### src/sv/pfr_pkg.sv
// Shared types and constants for the page frame replacement unit.
`timescale 1ns / 1ps

package pfr_pkg;

  localparam logic [1:0] POLICY_FIFO = 2'd0;
  localparam logic [1:0] POLICY_LFU  = 2'd1;
  localparam logic [1:0] POLICY_LRU  = 2'd2;

  localparam logic CFG_POLICY_MODE   = 1'b0;
  localparam logic CFG_FRAMES_IN_USE = 1'b1;

  localparam logic [4:0] FRAMES_RESET = 5'd16;

  typedef struct packed {
    logic [15:0] page_number;
    logic        last_of_run;
  } pfr_in_t;

  typedef struct packed {
    logic        hit;
    logic [3:0]  frame_index;
    logic [15:0] run_faults;
    logic [31:0] hit_total;
    logic [31:0] miss_total;
  } pfr_out_t;

  // controller -> datapath
  typedef struct packed {
    logic load;    // latch accepted item
    logic start;   // restart frame sweep
    logic step;    // sweep one frame
    logic age;     // sweep writes LRU ages instead of searching
    logic commit;  // apply hit/miss updates
    logic emit;    // load output register
  } pfr_cmd_t;

  // datapath -> controller
  typedef struct packed {
    logic sweep_done;
    logic lru;
    logic out_valid;
  } pfr_stat_t;

endpackage

### src/sv/pfr_ram.sv
// Generic simple dual-port RAM with registered read.
`timescale 1ns / 1ps

module pfr_ram #(
  parameter int WIDTH = 16,
  parameter int DEPTH = 16
) (
  input  logic                             clk,
  input  logic                             we,
  input  logic [$clog2(DEPTH)-1:0]         waddr,
  input  logic [WIDTH-1:0]                 wdata,
  input  logic [$clog2(DEPTH)-1:0]         raddr,
  output logic [WIDTH-1:0]                 rdata
);

  logic [WIDTH-1:0] mem [DEPTH];
  logic [WIDTH-1:0] rdata_r;

  always_ff @(posedge clk) begin
    if (we) begin
      mem[waddr] <= wdata;
    end
    rdata_r <= mem[raddr];
  end

  assign rdata = rdata_r;

endmodule

### src/sv/pfr_ctrl.sv
// Sequencing state machine for the page frame replacement unit.
`timescale 1ns / 1ps

module pfr_ctrl
  import pfr_pkg::*;
(
  input  logic      clk,
  input  logic      rst_n,
  input  logic      in_valid,
  output logic      in_stall,
  input  logic      out_stall,
  input  pfr_stat_t stat,
  output pfr_cmd_t  cmd
);

  localparam logic [2:0] S_IDLE   = 3'd0;
  localparam logic [2:0] S_SCAN   = 3'd1;
  localparam logic [2:0] S_DECIDE = 3'd2;
  localparam logic [2:0] S_AGE    = 3'd3;
  localparam logic [2:0] S_OUT    = 3'd4;

  logic [2:0] state_r, state_nxt;

  always_comb begin
    state_nxt = state_r;
    cmd       = '0;
    case (state_r)
      S_IDLE: begin
        if (in_valid) begin
          cmd.load  = 1'b1;
          cmd.start = 1'b1;
          state_nxt = S_SCAN;
        end
      end
      S_SCAN: begin
        cmd.step = 1'b1;
        if (stat.sweep_done) begin
          state_nxt = S_DECIDE;
        end
      end
      S_DECIDE: begin
        cmd.commit = 1'b1;
        cmd.start  = 1'b1;
        state_nxt  = stat.lru ? S_AGE : S_OUT;
      end
      S_AGE: begin
        cmd.step = 1'b1;
        cmd.age  = 1'b1;
        if (stat.sweep_done) begin
          state_nxt = S_OUT;
        end
      end
      S_OUT: begin
        // hold until the output register has room
        if (!(stat.out_valid && out_stall)) begin
          cmd.emit  = 1'b1;
          state_nxt = S_IDLE;
        end
      end
      default: begin
        state_nxt = S_IDLE;
      end
    endcase
  end

  always_ff @(posedge clk) begin
    if (!rst_n) begin
      state_r <= S_IDLE;
    end else begin
      state_r <= state_nxt;
    end
  end

  assign in_stall = (state_r != S_IDLE);

endmodule

### src/sv/pfr_dp.sv
// Datapath: frame tables, frame sweep, victim choice, counters and result register.
`timescale 1ns / 1ps

module pfr_dp
  import pfr_pkg::*;
#(
  parameter int NUM_FRAMES = 16,
  parameter int PAGE_BITS  = 16,
  parameter int COUNT_BITS = 16
) (
  input  logic       clk,
  input  logic       rst_n,
  input  pfr_in_t    in_data,
  input  logic       cfg_we,
  input  logic       cfg_index,
  input  logic [4:0] cfg_wdata,
  input  logic       out_stall,
  input  pfr_cmd_t   cmd,
  output pfr_stat_t  stat,
  output logic       out_valid,
  output pfr_out_t   out_data
);

  localparam int IDX_W = (NUM_FRAMES > 1) ? $clog2(NUM_FRAMES) : 1;
  localparam int N_W   = $clog2(NUM_FRAMES + 1);

  // configuration
  logic [1:0] mode_r;
  logic [4:0] frames_r;

  always_ff @(posedge clk) begin
    if (!rst_n) begin
      mode_r   <= POLICY_FIFO;
      frames_r <= FRAMES_RESET;
    end else if (cfg_we) begin
      case (cfg_index)
        CFG_POLICY_MODE:   mode_r   <= cfg_wdata[1:0];
        CFG_FRAMES_IN_USE: frames_r <= cfg_wdata;
        default:           mode_r   <= mode_r;
      endcase
    end
  end

  logic is_lfu, is_fifo;
  assign is_fifo = (mode_r == POLICY_FIFO);
  assign is_lfu  = (mode_r == POLICY_LFU);

  // active frame count, clamped to 1..NUM_FRAMES
  logic [31:0] n32;
  always_comb begin
    if (frames_r == 5'd0) begin
      n32 = 32'd1;
    end else if (32'(frames_r) > 32'(NUM_FRAMES)) begin
      n32 = 32'(NUM_FRAMES);
    end else begin
      n32 = 32'(frames_r);
    end
  end

  logic [N_W-1:0] n_act, n_last;
  assign n_act  = n32[N_W-1:0];
  assign n_last = n_act - N_W'(1);

  // accepted item
  logic [PAGE_BITS-1:0] page_r;
  logic                 last_r;
  logic [31:0]          page32;
  assign page32 = {16'd0, in_data.page_number};

  always_ff @(posedge clk) begin
    if (cmd.load) begin
      page_r <= page32[PAGE_BITS-1:0];
      last_r <= in_data.last_of_run;
    end
  end

  // frame sweep: read address counter and read-data pipeline tag
  logic [N_W-1:0]   sweep_idx_r, sweep_idx_nxt;
  logic             rd_vld_r, rd_vld_nxt;
  logic [IDX_W-1:0] rd_idx_r, rd_idx_nxt;
  logic             issue;

  assign issue = cmd.step && (sweep_idx_r < n_act);

  always_comb begin
    sweep_idx_nxt = sweep_idx_r;
    if (cmd.start) begin
      sweep_idx_nxt = '0;
    end else if (issue) begin
      sweep_idx_nxt = sweep_idx_r + N_W'(1);
    end
    rd_vld_nxt = issue && !cmd.start;
    rd_idx_nxt = sweep_idx_r[IDX_W-1:0];
  end

  always_ff @(posedge clk) begin
    if (!rst_n) begin
      sweep_idx_r <= '0;
      rd_vld_r    <= 1'b0;
    end else begin
      sweep_idx_r <= sweep_idx_nxt;
      rd_vld_r    <= rd_vld_nxt;
    end
    rd_idx_r <= rd_idx_nxt;
  end

  logic sweep_done;
  assign sweep_done = rd_vld_r && ({{(N_W - IDX_W){1'b0}}, rd_idx_r} == n_last);

  // memories
  logic                  pg_we;
  logic [IDX_W-1:0]      pg_waddr;
  logic [PAGE_BITS-1:0]  pg_rdata;
  logic                  cnt_we;
  logic [IDX_W-1:0]      cnt_waddr;
  logic [COUNT_BITS-1:0] cnt_wdata;
  logic [COUNT_BITS-1:0] cnt_rdata;

  pfr_ram #(.WIDTH(PAGE_BITS), .DEPTH(NUM_FRAMES)) u_page_ram (
    .clk   (clk),
    .we    (pg_we),
    .waddr (pg_waddr),
    .wdata (page_r),
    .raddr (sweep_idx_r[IDX_W-1:0]),
    .rdata (pg_rdata)
  );

  pfr_ram #(.WIDTH(COUNT_BITS), .DEPTH(NUM_FRAMES)) u_count_ram (
    .clk   (clk),
    .we    (cnt_we),
    .waddr (cnt_waddr),
    .wdata (cnt_wdata),
    .raddr (sweep_idx_r[IDX_W-1:0]),
    .rdata (cnt_rdata)
  );

  // count entries not yet written since reset read as zero
  logic [NUM_FRAMES-1:0] cnt_wr_r;
  logic [COUNT_BITS-1:0] cnt_val;
  assign cnt_val = cnt_wr_r[rd_idx_r] ? cnt_rdata : '0;

  always_ff @(posedge clk) begin
    if (!rst_n) begin
      cnt_wr_r <= '0;
    end else if (cnt_we) begin
      cnt_wr_r[cnt_waddr] <= 1'b1;
    end
  end

  logic [NUM_FRAMES-1:0] valid_r, valid_nxt;

  // search results
  logic                  hit_r,   hit_nxt;
  logic [IDX_W-1:0]      hit_idx_r, hit_idx_nxt;
  logic [COUNT_BITS-1:0] hit_cnt_r, hit_cnt_nxt;
  logic                  empty_r, empty_nxt;
  logic [IDX_W-1:0]      empty_idx_r, empty_idx_nxt;
  logic [IDX_W-1:0]      best_idx_r, best_idx_nxt;
  logic [COUNT_BITS-1:0] best_cnt_r, best_cnt_nxt;

  logic scan_v, ent_valid, better;
  assign scan_v    = rd_vld_r && cmd.step && !cmd.age;
  assign ent_valid = valid_r[rd_idx_r];
  assign better    = is_lfu ? (cnt_val < best_cnt_r) : (cnt_val > best_cnt_r);

  always_comb begin
    hit_nxt       = hit_r;
    hit_idx_nxt   = hit_idx_r;
    hit_cnt_nxt   = hit_cnt_r;
    empty_nxt     = empty_r;
    empty_idx_nxt = empty_idx_r;
    best_idx_nxt  = best_idx_r;
    best_cnt_nxt  = best_cnt_r;
    if (cmd.load) begin
      hit_nxt   = 1'b0;
      empty_nxt = 1'b0;
    end else if (scan_v) begin
      if (!hit_r && ent_valid && (pg_rdata == page_r)) begin
        hit_nxt     = 1'b1;
        hit_idx_nxt = rd_idx_r;
        hit_cnt_nxt = cnt_val;
      end
      if (!empty_r && !ent_valid) begin
        empty_nxt     = 1'b1;
        empty_idx_nxt = rd_idx_r;
      end
      // first frame seeds the min/max; ties keep the earlier frame
      if ((rd_idx_r == '0) || better) begin
        best_idx_nxt = rd_idx_r;
        best_cnt_nxt = cnt_val;
      end
    end
  end

  always_ff @(posedge clk) begin
    if (!rst_n) begin
      hit_r   <= 1'b0;
      empty_r <= 1'b0;
    end else begin
      hit_r   <= hit_nxt;
      empty_r <= empty_nxt;
    end
    hit_idx_r   <= hit_idx_nxt;
    hit_cnt_r   <= hit_cnt_nxt;
    empty_idx_r <= empty_idx_nxt;
    best_idx_r  <= best_idx_nxt;
    best_cnt_r  <= best_cnt_nxt;
  end

  // victim and counters
  logic [IDX_W-1:0] ptr_r, ptr_nxt;
  logic [IDX_W-1:0] slot_r, slot_nxt, slot_sel;
  logic [15:0]      run_r, run_nxt;
  logic [31:0]      hit_tot_r, hit_tot_nxt;
  logic [31:0]      miss_tot_r, miss_tot_nxt;
  logic [31:0]      slot_inc;

  always_comb begin
    if (hit_r) begin
      slot_sel = hit_idx_r;
    end else if (empty_r) begin
      slot_sel = empty_idx_r;
    end else if (is_fifo) begin
      slot_sel = (32'(ptr_r) < n32) ? ptr_r : '0;
    end else begin
      slot_sel = best_idx_r;
    end
  end

  assign slot_inc = 32'(slot_sel) + 32'd1;

  logic [COUNT_BITS-1:0] age_val;
  assign age_val = (rd_idx_r == slot_r) ? '0 :
                   ((cnt_val == '1) ? cnt_val : cnt_val + COUNT_BITS'(1));

  always_comb begin
    ptr_nxt      = ptr_r;
    slot_nxt     = slot_r;
    run_nxt      = run_r;
    hit_tot_nxt  = hit_tot_r;
    miss_tot_nxt = miss_tot_r;
    valid_nxt    = valid_r;
    pg_we        = 1'b0;
    pg_waddr     = slot_sel;
    cnt_we       = 1'b0;
    cnt_waddr    = slot_sel;
    cnt_wdata    = COUNT_BITS'(1);
    if (cmd.commit) begin
      slot_nxt = slot_sel;
      if (hit_r) begin
        if (hit_tot_r != '1) begin
          hit_tot_nxt = hit_tot_r + 32'd1;
        end
        if (is_lfu) begin
          cnt_we    = 1'b1;
          cnt_wdata = (hit_cnt_r == '1) ? hit_cnt_r : hit_cnt_r + COUNT_BITS'(1);
        end
      end else begin
        pg_we              = 1'b1;
        valid_nxt[slot_sel] = 1'b1;
        if (miss_tot_r != '1) begin
          miss_tot_nxt = miss_tot_r + 32'd1;
        end
        if (run_r != '1) begin
          run_nxt = run_r + 16'd1;
        end
        if (is_fifo) begin
          ptr_nxt = (slot_inc >= n32) ? '0 : slot_inc[IDX_W-1:0];
        end
        if (is_lfu) begin
          cnt_we = 1'b1;
        end
      end
    end else if (rd_vld_r && cmd.age) begin
      cnt_we    = 1'b1;
      cnt_waddr = rd_idx_r;
      cnt_wdata = age_val;
    end
    // end of run clears after the result has been captured
    if (cmd.emit && last_r) begin
      ptr_nxt = '0;
      run_nxt = '0;
    end
  end

  always_ff @(posedge clk) begin
    if (!rst_n) begin
      ptr_r      <= '0;
      run_r      <= '0;
      hit_tot_r  <= '0;
      miss_tot_r <= '0;
      valid_r    <= '0;
    end else begin
      ptr_r      <= ptr_nxt;
      run_r      <= run_nxt;
      hit_tot_r  <= hit_tot_nxt;
      miss_tot_r <= miss_tot_nxt;
      valid_r    <= valid_nxt;
    end
    slot_r <= slot_nxt;
  end

  // result register
  logic        out_valid_r, out_valid_nxt;
  pfr_out_t    out_data_r;
  logic [31:0] slot32;
  assign slot32 = 32'(slot_r);

  always_comb begin
    out_valid_nxt = out_valid_r;
    if (cmd.emit) begin
      out_valid_nxt = 1'b1;
    end else if (!out_stall) begin
      out_valid_nxt = 1'b0;
    end
  end

  always_ff @(posedge clk) begin
    if (!rst_n) begin
      out_valid_r <= 1'b0;
    end else begin
      out_valid_r <= out_valid_nxt;
    end
    if (cmd.emit) begin
      out_data_r.hit         <= hit_r;
      out_data_r.frame_index <= slot32[3:0];
      out_data_r.run_faults  <= run_r;
      out_data_r.hit_total   <= hit_tot_r;
      out_data_r.miss_total  <= miss_tot_r;
    end
  end

  assign out_valid = out_valid_r;
  assign out_data  = out_data_r;

  assign stat.sweep_done = sweep_done;
  assign stat.lru        = mode_r[1];
  assign stat.out_valid  = out_valid_r;

endmodule

### src/sv/page_frame_replacement_unit.sv
// Top level of the page frame replacement unit.
`timescale 1ns / 1ps

// Fully associative page frame table with FIFO, LFU or LRU replacement. Each
// item is one page reference; the result tells hit or fault, the frame used,
// the faults of the current run and the saturating hit and miss totals. One
// search pass reads the page and count memories one frame a cycle, and LRU
// adds a second pass that rewrites every active frame's age through the
// single count write port. The next item is taken once the current one has
// reached the output register, even if that result is still waiting.
module page_frame_replacement_unit
  import pfr_pkg::*;
#(
  parameter int NUM_FRAMES = 16,
  parameter int PAGE_BITS  = 16,
  parameter int COUNT_BITS = 16
) (
  input  logic       clk,
  input  logic       rst_n,
  input  logic       in_valid,
  output logic       in_stall,
  input  pfr_in_t    in_data,
  output logic       out_valid,
  input  logic       out_stall,
  output pfr_out_t   out_data,
  input  logic       cfg_we,
  input  logic       cfg_index,
  input  logic [4:0] cfg_wdata
);

  pfr_cmd_t  cmd;
  pfr_stat_t stat;

  pfr_ctrl u_ctrl (
    .clk       (clk),
    .rst_n     (rst_n),
    .in_valid  (in_valid),
    .in_stall  (in_stall),
    .out_stall (out_stall),
    .stat      (stat),
    .cmd       (cmd)
  );

  pfr_dp #(
    .NUM_FRAMES (NUM_FRAMES),
    .PAGE_BITS  (PAGE_BITS),
    .COUNT_BITS (COUNT_BITS)
  ) u_dp (
    .clk       (clk),
    .rst_n     (rst_n),
    .in_data   (in_data),
    .cfg_we    (cfg_we),
    .cfg_index (cfg_index),
    .cfg_wdata (cfg_wdata),
    .out_stall (out_stall),
    .cmd       (cmd),
    .stat      (stat),
    .out_valid (out_valid),
    .out_data  (out_data)
  );

endmodule
### config.mk
export PLATFORM = sky130hd
export DESIGN_NAME = page_frame_replacement_unit
export DESIGN_NICKNAME = d
export VERILOG_FILES = /design/src/sv/pfr_pkg.sv /design/src/sv/pfr_ram.sv /design/src/sv/pfr_ctrl.sv /design/src/sv/pfr_dp.sv /design/src/sv/page_frame_replacement_unit.sv
export SDC_FILE = /design/constraint.sdc
export NUM_CORES = 1
export LEC_CHECK = 0
export BUFFER_PORTS_ARGS = -buffer_cell sky130_fd_sc_hd__buf_4
export CORE_UTILIZATION = 51
export CTS_CLUSTER_SIZE = 24
export DETAILED_ROUTE_END_ITERATION = 7
export HOLD_SLACK_MARGIN = 0.08
export PLACE_DENSITY = 0.71
export SETUP_SLACK_MARGIN = 0.15
export SYNTH_ARGS = -nofsm -noshare
export SYNTH_HDL_FRONTEND = slang
export SYNTH_SLANG_ARGS = --single-unit
### constraint.sdc
create_clock -name clk -period 10.6 [get_ports clk]
set_clock_uncertainty 0.2 [all_clocks]
set_input_delay 2.12 -clock clk [delete_from_list [all_inputs] [get_ports clk]]
set_output_delay 2.12 -clock clk [all_outputs]
set_load 0.02 [all_outputs]
; Word-level counts from Yosys, hierarchy flattened
; Memory sizes are Yosys's and may differ from the RTL's. A register that Yosys moved wholly into a read port is not among the register bits.
; Index checks and enable logic that the tools add are counted.
; Widths: inputs -> output; s select.
[word_totals]
register_bits = 289
ramBits = 512
input_bits = 28
out_inout_bits = 87
elab_cells = 165
mem_count = 2
[classes]
n_addsub = 8
order_cmp = 11
n_eq_ne = 18
n_mux = 51
bitwise_logic = 6
reduce_logical = 41
[memory_table]
columns = name, depth, width, rd, rd_clocked_by_memory_dff, write_ports, line_no
row1 = u_dp.u_count_ram.mem, 16, 16, 1, 1, 1, pfr_ram.sv:16  ; logic [WIDTH-1:0] mem [DEPTH];
row2 = u_dp.u_page_ram.mem, 16, 16, 1, 1, 1, pfr_ram.sv:16
[op_table]
columns = op, count
row1 = $mux 16, 8
row2 = $add 32x1->32 const B, 2
row3 = $ne 32x32->1 const B, 2
row4 = $add 16x1->16 const B, 3
row5 = $eq 16x16->1 const B, 2
row6 = $ge 32x32->1, 1
row7 = $lt 4x32->1, 1
row8 = $mux 32, 1
row9 = $or 16x16->16, 2
row10 = $mux 4, 7
row11 = $mux 1, 22
row12 = $reduce_and 3->1, 7
row13 = $eq 16x16->1, 1
row14 = $gt 16x16->1, 1
row15 = $lt 16x16->1, 1
row16 = $ne 16x16->1 const B, 1
row17 = $lt 4x5->1 const B, 3
row18 = $mux 3, 5
row19 = $pmux 3 s5, 1
row20 = $logic_and 1x1->1, 13
row21 = $reduce_and 2->1, 5
row22 = $bmux 1 s4, 2
row23 = $demux 1 s4, 2
row24 = $ge 4x1->1 const B, 2
row25 = other kinds (26), 40

; Longest topological paths before layout
[logic_depth]
word_depth = 15
ltp_mapped = 17
ltp_nobuf = 17

; Hierarchy
; A second synthesis with hierarchy kept.
[hier_totals]
cells_unflattened = 2043
hier_area_um2 = 33136.8
[modules_own_cells]
columns = mod, n_inst, cells_each, area_each_um2, seq_area_each_um2
row1 = pfr_ram, 2, 432, 10042.1, 8007.7
row2 = pfr_dp, 1, 1151, 12837.3, 7226.9
row3 = pfr_ctrl, 1, 28, 215.2, 60.1

; Least setup slack after synthesis
; Ideal clock, no wire load.
[synth_timing]
path_kind = in2reg
startpoint = in out_stall
endpoint = reg u_dp.ptr_r[3]
setup_time_ns = 0.115
arrival_ns = 7.079
required_time_ns = 10.285
slack_ns = 3.206
cell_stages = 5
n_path_buf = 1
path_cell_list = a21oi_1 nand2_1 nand2_1 clkbuf_1 o21ba_1
[synth_between]
elab_chain_len = 5
[synth_rtl]
columns = element, line_no
row1 = "start, declared", page_frame_replacement_unit.sv:24  ; input logic out_stall,
row2 = $logic_and 1x1->1, pfr_ctrl.sv:55  ; if (!(stat.out_valid && out_stall)) begin
row3 = $mux 1, pfr_ctrl.sv:55
row4 = $mux 1, pfr_ctrl.sv:27  ; case (state_r)
row5 = $logic_and 1x1->1, pfr_dp.sv:280  ; if (cmd.emit && last_r) begin
row6 = $reduce_or 2->1 (no source line), -
row7 = "end signal, assigned", pfr_dp.sv:294  ; ptr_r <= ptr_nxt;
row8 = "end, declared", pfr_dp.sv:211  ; logic [IDX_W-1:0] ptr_r, ptr_nxt;
; Every way passes these cells.
; A chain may end at the register's enable or synchronous reset.

; Worst setup path in the final report
[layout_timing]
startpoint = reg u_dp.rd_idx_r[0]
endpoint = mem u_dp.u_count_ram.mem[12][9] (data pin)
[layout_between]
elab_chain_len = 8
word_cells_on_any_way = 10
classes_between = add/sub: 1 / eq/ne: 2 / mux: 7
[layout_rtl]
columns = element, line_no
row1 = "start, declared", pfr_dp.sv:80  ; logic [IDX_W-1:0] rd_idx_r, rd_idx_nxt;
row2 = "start signal, assigned", pfr_dp.sv:104  ; rd_idx_r <= rd_idx_nxt;
row3 = $bmux 1 s4 (*), pfr_dp.sv:140  ; assign cnt_val = cnt_wr_r[rd_idx_r] ? cnt_rdata : '0;
row4 = $mux 1 (not written as such) (*), pfr_dp.sv:140
row5 = $mux 16 (*), pfr_dp.sv:140
row6 = named net u_dp.cnt_val[1], pfr_dp.sv:139  ; logic [COUNT_BITS-1:0] cnt_val;
row7 = $add 16x1->16 / $eq 16x16->1 (equally long branches), pfr_dp.sv:234  ; ((cnt_val == '1) ? cnt_val : cnt_val + COUNT_BITS'(1));
row8 = $mux 16 (*), pfr_dp.sv:234
row9 = $mux 16 (*), pfr_dp.sv:233  ; assign age_val = (rd_idx_r == slot_r) ? '0 :
row10 = $mux 16 (*), pfr_dp.sv:274  ; end else if (rd_vld_r && cmd.age) begin
row11 = $mux 16 (*), pfr_dp.sv:248  ; if (cmd.commit) begin
row12 = named net u_dp.cnt_wdata[9], pfr_dp.sv:116  ; logic [COUNT_BITS-1:0] cnt_wdata;
row13 = "end, declared", pfr_ram.sv:16
; Mark *: on every way through the listed nets, which the timed path passes. The rest lies on a longest branch. The select of a mux whose other input is x is not followed.

==> flow_summary.ini <==
[status]
outcome = finished clean

[finish]
diodes = 0
n_fill_cell = 4595
area.growth.synth_to_final_pct = 14.87
fin_cells = 3003
drive_gt1_share_pct = 24.66
final_core_utilization_pct = 59.46
nNetsFinal = 2154

[clock_network]
cts_sinks = 833
clkSlewWorstSetupHoldPaths_ns = 0.06
h-tree-depth = 3
cts_tree = built
cts_resized = 0
root_buffer = clkbuf_16
ctsHoldBuffers = 0
numCtsBuffers = 83
insertion_delay_ns = 0.62
clock_path_buffers = 3
postCtsSetupBuffers = 0

[floorplan]
die_h_um = 255.5
die_w_um = 255.5
die_area_sq_um = 65280
row_count = 92
initial_utilization_pct = 51.77
num_io_pins = 115
coreArea_sq_um = 63310

[power_and_ir_drop]
p_leak_nw = 11.78
powerDensity_nw_per_um2 = 176.5
irDropWorstVdd_mv = 0.1153
p_total_mw = 6.646

[logic_synthesis]
syn_area_sq_um = 32780
synth_cell_type_count = 80
syn_avg_cell_area_sq_um = 17.13
synth_ff_type = edfxtp_1
ys_seq_area_share_pct = 71.10
ys_ff_latch = 833
async_flop_share_pct = 0
synth-edff-count = 662
syn_nets = 1980
ys.warnings.count = 0
synthCells = 1913

[global_route]
antenna_found_initial = 0
grt_remaining_overflow = 0
grt_pass1_vias = 17798
grt_pass1_wl_um = 107300
grt_max_degree = 101
top_usage_layer = met2
grt_util_met3_pct = 3.516
met2_usage_pct = 36.54
grt.total_usage_pct = 21.75
grtUsageMet1_pct = 29.48

[sta]
layout_worst_path_cycle_share_pct = 50.07
tightest_slew_ns = 1.267
timing.final.max_slew_violations = 0
setup-violations-final = 0
post-route-min-period_ns = 5.307
layout_setup_ws_ns = 5.293
relSlewSlack_pct = 15.56
rsz0062_at_grt = false
setup_tns_ns = 0
fmax_mhz = 188.4
hold_viol_final = 0

[routing]
vias = 17434
ant_nets = 0
drtIter0Drc = 1342
viasPerCell = 5.806
routed_wirelength_um = 70020
drt_pass1_iterations = 5
drc = 0
avgRoutedWirePerCell_um = 23.32

[flow_run]
cap_violations = 0

[placement]
gp_congestion = 0.9208
place_ws_ns = 5.071
dp_cells = 2848
hpwlAfterDp_um = 42460
io_buffers = 114

[setup_path]
cp_max_fo = 21
crit_type = reg2reg
startpoint_type = register
cp.arrival_ns = 5.36
endpoint_kind = register
reg2regPathDepth = 14
required_ns = 10.65

[worst_hold_path]
hp-class = reg2reg
hold_depth = 1
## final cells by class
class | count | area [sq um] | share of cell area, %
Clock buffer | 118 | 2412 | 6.408
Tap cell | 846 | 1059 | 2.812
Sequential cell | 833 | 23310 | 61.92
Multi-Input combinational cell | 972 | 9121 | 24.23
Timing Repair Buffer | 157 | 1191 | 3.164
Clock inverter | 37 | 401.6 | 1.067
Inverter | 40 | 150.1 | 0.3988
## cells in the mapped netlist, drive strengths merged (3+ instances only)
master  instances  area share (%)
or3             7            0.13
nor4            7            0.24
a21o            7            0.16
o21a           37            0.85
xor2           58             1.5
dfxtp         171              10
a22oi           4           0.092
nand2         100             1.1
a31oi           9            0.32
edfxtp        662              61
nand3b          6            0.15
nand3          59            0.92
and2           24            0.46
nand4          37            0.71
nand2b         12            0.23
nor3           14            0.24
nor3b           4            0.14
o211ai          3           0.084
xnor2          57             1.5
and3           26            0.50
o22ai          14            0.27
mux4          169              12
a211oi          4            0.13
mux2i          11            0.34
clkbuf         42            0.48
o21ba           3           0.092
o21ai          27            0.41
a21oi          32            0.50
nor2          147             1.7
or2             3           0.057
nor2b           6            0.11
and4           14            0.37
ha             39             1.5
buf            26            0.42
inv            40            0.46
## flip-flops by register name (all words and copies together), names as in the netlist, 32 cells and up
signal	flops
u_dp.u_count_ram.mem	256
u_dp.u_page_ram.mem	256
u_dp.out_data	85
u_dp.hit_tot_r	32
u_dp.miss_tot_r	32
## kinds of logic after synthesis
| kind of cell | share of synthesized area, % |
|---|---|
| AOI/OAI and AO/OA | 3.634 |
| xor gates and xnor gates | 3.073 |
| adders and majority gates | 1.489 |
| buffers and inverters | 1.363 |
| DFF | 71.10 |
| muxes | 11.98 |
| and+or+nand+nor | 7.360 |
## through the flow
| stage | instance area [sq um] | hold slack [ns] |
|---|---|---|
| 6_report | 37650 | 0.2619 |
| 5_1_grt | 37650 | 0.2802 |
| 4_1_cts | 37650 | 0.2655 |
| 3_5_place_dp | 34830 | 0.2507 |
| 3_3_place_gp | 34830 | 0.2421 |
| 2_1_floorplan | 32780 | 0.1540 |
## where the power goes
group,switching (mW),internal (mW)
registers,0.0323,3.51
logic,0.0662,0.0614
clock network,1.21,1.76
total,1.31,5.34
## worst max-delay path, stage by stage, from the launching register on
cell and delay, ns:
dfxtp_1 0.86, mux4_2 0.60, mux2_2 0.28, nand2_1 0.06, o21ai_1 0.08, buf_4 0.23
and2_1 0.22, ha_1 0.28, nand4_1 0.21, nor4_2 0.11, a21oi_1 0.25, nor2b_1 0.41
nand2_1 0.12, xor2_1 0.16, o22ai_1 0.87
## path summary, 6_finish.rpt
kind | from | to | slack [ns]
worst max-delay path | u_dp.rd_idx_r[0] | u_dp.u_count_ram.mem[12][9] | 5.29
worst min-delay path | u_dp.valid_r[15] | u_dp.valid_r[15] | 0.26
worst max register to register | u_dp.rd_idx_r[0] | u_dp.u_count_ram.mem[12][9] | 5.29
worst min register to register | u_dp.valid_r[15] | u_dp.valid_r[15] | 0.26
## layer usage
| layer | share of wire, % | wire [um] |
|---|---|---|
| met1 | 41 | 29030 |
| met2 | 50 | 35160 |
| met3 | 6.3 | 4439 |
| met4 | 2.0 | 1390 |
| met5 | 0 | 0 |
## placed cells by master (no fill, tap or decap), drive strengths merged, types with 3 or more instances in the layout
cell type	count
or2	3
and4	14
nand2b	12
xnor2	57
nand3b	6
o22ai	14
a21oi	32
buf	157
ha	39
o21ai	27
nand2	100
a31oi	9
or3	7
and3	26
o211ai	3
mux4	169
nor2b	6
clkinvlp	4
clkbuf	118
a22oi	4
xor2	58
edfxtp	662
o21ba	3
clkinv	22
nand4	37
nor2	147
a211oi	4
bufinv	7
and2	24
nand3	59
o21a	37
inv	44
a21o	7
nor3	14
nor4	7
mux2i	11
nor3b	4
dfxtp	171
(Power assumes the default switching activity.)
